===== src/rtl/assert_macros.svh =====
// Assertion helpers. Both take a clock, an active-low reset, a condition and a consequence.
`ifndef ASSERT_MACROS_SVH
`define ASSERT_MACROS_SVH
`ifndef SYNTH
`define ASSERT_IMP(lbl, clk, rst_n, ante, cons) \
    lbl: assert property (@(posedge clk) disable iff (!rst_n) (ante) |-> (cons)) \
        else $error("same-cycle implication failed");
`define ASSERT_NXT(lbl, clk, rst_n, ante, cons) \
    lbl: assert property (@(posedge clk) disable iff (!rst_n) (ante) |=> (cons)) \
        else $error("next-cycle implication failed");
`else
`define ASSERT_IMP(lbl, clk, rst_n, ante, cons)
`define ASSERT_NXT(lbl, clk, rst_n, ante, cons)
`endif
`endif


===== src/rtl/zrsil_pkg.sv =====
package zrsil_pkg;

    localparam int MAX_PAIRS_DEF = 64;

    localparam int RUN_W      = 32;
    localparam int VALUE_W    = 64;
    localparam int IDX_W      = 38;
    localparam int ACTION_W   = 2;
    localparam int STATUS_W   = 2;
    localparam int S_TDATA_W  = 136;
    localparam int M_TDATA_W  = 64;

    typedef enum logic [ACTION_W-1:0] {
        ACT_CLEAR  = 2'd0,
        ACT_APPEND = 2'd1,
        ACT_LOOKUP = 2'd2
    } t_action;

    typedef enum logic [STATUS_W-1:0] {
        ST_OK    = 2'd0,
        ST_RANGE = 2'd1,
        ST_FULL  = 2'd2
    } t_status;

    typedef enum logic [1:0] {
        S_IDLE,
        S_EXEC,
        S_WALK,
        S_DONE
    } t_state;

    // Commands from the controller to the datapath.
    typedef struct packed {
        logic capture;  // latch the incoming request and prime the table read
        logic exec;     // carry out clear, append or an unused code
        logic step;     // examine one stored pair of a lookup
        logic load;     // move the finished result into the output register
    } t_cmd;

    // Status from the datapath to the controller.
    typedef struct packed {
        logic finish;   // the pair under examination ends the lookup
        logic out_free; // the output register can take a result this cycle
    } t_sts;

endpackage


===== src/rtl/zrsil_ctrl.sv =====
module zrsil_ctrl (
    input  logic                                i_clk,
    input  logic                                i_rst_n,
    input  logic                                s_axis_tvalid,
    output logic                                s_axis_tready,
    input  logic [zrsil_pkg::ACTION_W-1:0]      s_axis_tuser,
    input  zrsil_pkg::t_sts                     i_sts,
    output zrsil_pkg::t_cmd                     o_cmd
);

    zrsil_pkg::t_state r_state;
    zrsil_pkg::t_state n_state;

    always_ff @(posedge i_clk) begin
        if (!i_rst_n) begin
            r_state <= zrsil_pkg::S_IDLE;
        end else begin
            r_state <= n_state;
        end
    end

    always_comb begin
        n_state       = r_state;
        o_cmd         = '0;
        s_axis_tready = 1'b0;
        unique case (r_state)
            zrsil_pkg::S_IDLE: begin
                // No request is taken while reset is held.
                s_axis_tready = i_rst_n;
                if (s_axis_tvalid && i_rst_n) begin
                    o_cmd.capture = 1'b1;
                    if (s_axis_tuser == zrsil_pkg::ACT_LOOKUP) begin
                        n_state = zrsil_pkg::S_WALK;
                    end else begin
                        n_state = zrsil_pkg::S_EXEC;
                    end
                end
            end
            zrsil_pkg::S_EXEC: begin
                o_cmd.exec = 1'b1;
                n_state    = zrsil_pkg::S_DONE;
            end
            zrsil_pkg::S_WALK: begin
                o_cmd.step = 1'b1;
                if (i_sts.finish) begin
                    n_state = zrsil_pkg::S_DONE;
                end
            end
            zrsil_pkg::S_DONE: begin
                if (i_sts.out_free) begin
                    o_cmd.load = 1'b1;
                    n_state    = zrsil_pkg::S_IDLE;
                end
            end
            default: begin
                n_state = zrsil_pkg::S_IDLE;
            end
        endcase
    end

endmodule


===== config.mk =====
export PLATFORM = sky130hd
export DESIGN_NAME = zrsil_ctrl
export DESIGN_NICKNAME = d
export VERILOG_FILES = /design/src/rtl/assert_macros.svh /design/src/rtl/zrsil_pkg.sv /design/src/rtl/zrsil_ctrl.sv
export SDC_FILE = /design/constraint.sdc
export NUM_CORES = 1
export LEC_CHECK = 0
export ABC_AREA = 1
export BUFFER_PORTS_ARGS = -buffer_cell sky130_fd_sc_hd__buf_2
export CAP_MARGIN = 40
export CORE_AREA = 2 2 39 41
export CTS_CLUSTER_DIAMETER = 100
export CTS_CLUSTER_SIZE = 8
export DETAILED_ROUTE_END_ITERATION = 16
export DIE_AREA = 0 0 41 43
export PLACE_DENSITY = 0.45
export SLEW_MARGIN = 20
export SYNTH_ARGS = -nofsm -noshare
export SYNTH_HDL_FRONTEND = slang
export SYNTH_SLANG_ARGS = --single-unit

===== constraint.sdc =====
create_clock -name i_clk -period 1 [get_ports i_clk]
set_input_delay 0.1 -clock i_clk [delete_from_list [all_inputs] [get_ports i_clk]]
set_output_delay 0.1 -clock i_clk [all_outputs]
set_load 0.02 [all_outputs]

* Word level (Yosys, flattened, before mapping)
Cells that the tools add are included.
** Storage, ports and cells
- Memories kept :: 0
- Output and inout port bits :: 5
- Register bits :: 2
- Bits in read-only memories :: 0
- Input port bits :: 7
- Bits in latches :: 0
- Memory bits (writable) :: 0
- Logic and storage cells :: 23
** Cells by class
- Muxes and demuxes :: 12
- Order comparisons :: 0
- Shift-type cells :: 0
- Add/sub/neg operators :: 0
- Bitwise gates (word level) :: 0
- Reductions and logical operators :: 3
- Multiply operators :: 0
- Divide/modulo/power cells :: 0
- Equal/unequal tests :: 7
** Operators by type and width (count)
- $mux W2 :: 4
- $pmux W2 S4 :: 1
- $mux W1 :: 7
- $eq A2 B2 Y1 const B :: 3
- $ne A2 B2 Y1 const B :: 3
- $reduce_and A3 Y1 :: 1
- $eq A2 B1 Y1 const B :: 1
- $logic_not A2 Y1 :: 1
- $logic_and A1 B1 Y1 :: 1

* Longest topological paths before layout
- Depth in word-level cells :: 4
- Gate-level depth with buffers :: 7
- Mapped depth without buffers :: 7

* Worst setup path after synthesis
Ideal clock, no wire load.
- Path type :: flip-flop to flip-flop
- Start point :: register r_state[0]
- End point :: register r_state[1]
- Path slack :: -153 ps
- Path buffers :: 0
- Data arrival time :: 1040 ps
- Data required time :: 887 ps
- Period minus slack after synthesis :: 1153 ps
- Cell stages (with the launch flop) :: 7
- Setup time :: 113 ps
- Cell sequence :: dfxtp_1 -> inv_1 -> ha_1 -> nand2_1 -> nand3_2 -> nor2_1 -> nor2_1
** On the way
- Word-level cells in the longest chain between the ends :: 3
- Elaborated cells between the ends (all ways) :: 9
- Classes of those cells :: 6 x eq/ne; 1 x mux; 2 x reduce/logical
** Ends and longest elaborated chain
- from (decl) :: line zrsil_ctrl.sv:11 : zrsil_pkg::t_state r_state;
- from (signal assigned) :: line zrsil_ctrl.sv:16 : r_state <= zrsil_pkg::S_IDLE;
- from (signal assigned) :: line zrsil_ctrl.sv:18 : r_state <= n_state;
- $eq A2 B2 Y1 or $logic_not A2 Y1 (tied branches) :: line zrsil_ctrl.sv:26 : unique case (r_state)
- $ne A2 B2 Y1 (no line)
- $reduce_and A3 Y1 (no line)
Several ways; a longest one is shown, not always the timed one.
A chain may end at the register's enable or synchronous reset.

==> impl_metrics.ini <==
[layout]
fillCellCount = 150
area_delta_synth_final_pct = 122
largest_register_ffs = 2
reg_top3 = r_state x2
drive_above_1_share = 0.732
top_register = r_state
post-route-cell-area_um2 = 495
antenna_cells = 0
fin_nets = 70
seqCellArea_um2 = 45.0
mostFrequentLayoutCell = nand2_1
layout_common_cells = nand2_1, buf_2, inv_1, buf_6, buf_4
finish.utilization = 0.358
multi_input_area_um2 = 245

[worst_setup_path]
slowest_delay_ps = 350
path_buf_inv = 3
worstPathArrival_ps = 1030
worstPathMaxFanout = 3
cp_cell_sequence = inv_4 -> buf_4 -> ha_2 -> buf_6
crit_family = flip-flops
cp.required_ps = 900
slowest_stage = dfxtp_2
worstSetupPathType = reg2out
cp-end-kind = output pin
start_kind = flip-flop

[synthesis]
yosys_warnings = 0
synth_top_area_share = 0.281
syn_nets = 49
avgSynthCellArea_um2 = 6.02
synth.area.top_cells = ha_1, nand2_1, dfxtp_1, inv_1, nor2_1
ys_ff_latch = 2
ys_types = 7
synth_cells = 37
synth.largest_area_cell = ha_1
synth_area_um2 = 223
yosysSeqAreaShare = 0.180

[sta]
fin_worst_skew_ps = 1.73
setup_ws_ps = -134
relSlewSlack = 0.920
timing.final.crit_period_ps = 1130
tightest_slew_ps = 120
max_freq_ghz = 0.882
finalHoldViolCount = 0
setup_viol = 7
slew_viol_final = 0
rsz0062_at_grt = true
finalCritPeriodShare = 1.13

[power]
vdd_drop_max_uv = 857
p_total_mw = 1.42
p_leak_nw = 0.265
powerDensity_nw_per_um2 = 2870

[status]
status = finished with violations
violations = setup timing

[drt]
ant_nets = 0
wl_met2_um = 272
drt_wl_total_um = 539
first_pass_iters = 3
highest_layer = met4
post_drt_wl_per_cell_um = 7.49
drtIter0Drc = 2
wirelength_met1_um = 201
vias = 269
route.detailed.drc = 0
post_drt_via_cell_ratio = 3.74
wl_met3_um = 49

[global_route]
grt_pass1_vias = 244
antenna_found_initial = 0
grt_max_degree = 5
grt_usage = 0.0721
overflow = 0
grt_pass1_wl_um = 828

[clock_tree]
clk_latency_ps = 220
clock-sinks = 2
clk_path_buf_depth = 2
cts_tree = yes
path_clk_slew_ps = 30
root_buffer = clkbuf_4
cts_inserted_buffers = 3
htreeDepth = 1

[placed_design]
port_buffers = 11
dpl_cell_area_um2 = 330
gp_congestion = 0.660
hpwl_um = 388
pre_cts_ws_ps = -118

[floorplan]
chipWidth_um = 41
num_io_pins = 12
initial_core_util = 0.161
dieArea_um2 = 1760
rows = 14
coreArea_um2 = 1380
fp.dieH_um = 43

[hold_path]
hp-class = in2reg

[job]
cap_viol_max_count = 0
[stage by stage]
| step | std cells | TNS (ps) | hold WS [ps] |
|---|---|---|---|
| floorplan | 37 | -46.5 | 213 |
| global placement | 66 | -171 | 368 |
| detailed placement | 66 | -228 | 374 |
| CTS | 72 | -956 | 141 |
| global route | 72 | -1120 | 172 |
| finish | 72 | -776 | 166 |
[layer usage]
layer,global-route usage,up-vias
li1,-,147
met2,0.109,11
met5,0,-
met3,0.0209,2
met4,0.0800,0
met1,0.0669,109
[power by group]
group | internal, mW | switching, mW
Clock | 0.132 | 0.0415
Sequential | 0.130 | 0.0430
Combinational | 0.529 | 0.545
Total | 0.791 | 0.629
[synth_stat cells]
master	count
nor2_1	5
nand3_2	1
inv_1	9
nand2_1	14
o21ai_0	1
dfxtp_1	2
ha_1	5
[logic make-up after synthesis]
| kind of cell | count (synthesis) | synth area share |
|---|---|---|
| simple gates | 20 | 0.365 |
| buf+inv | 9 | 0.152 |
| fa+ha+maj | 5 | 0.281 |
| flops | 2 | 0.180 |
| compound gates | 1 | 0.0225 |
[tightest hold or removal path: stages]
cell and delay (ps):
buf_2 140, nand2_1 70, nor2_1 30
[area by class of cell]
type | instances | share of cell area
well taps | 16 | 0.0404
clock buffers | 3 | 0.0455
multi-input cells | 26 | 0.495
inverters | 9 | 0.0783
flip-flops and latches | 2 | 0.0909
repair buffers | 16 | 0.250
[final timing paths]
path	startpoint	end	slack, ps	cells past startpoint
worst max-delay path	r_state[1]$_SDFFE_PN0P_	o_cmd[2]	-130	4
worst min-delay path	i_rst_n	r_state[1]$_SDFFE_PN0P_	170	3
worst max register to register	r_state[0]$_SDFFE_PN0P_	r_state[0]$_SDFFE_PN0P_	-120	8
worst min register to register	r_state[1]$_SDFFE_PN0P_	r_state[1]$_SDFFE_PN0P_	670	5
[what timing repair did]
item / CTS / global route
endpoints found under the hold margin: 0 / 0
gates resized for setup: 20 / 15
setup endpoints to repair: 7 / 7
pin swaps: 8 / 7
hold buffers: 0 / 0
cloned: 0 / 0
buffers inserted: 3 / 0
(Power assumes the default switching activity.)
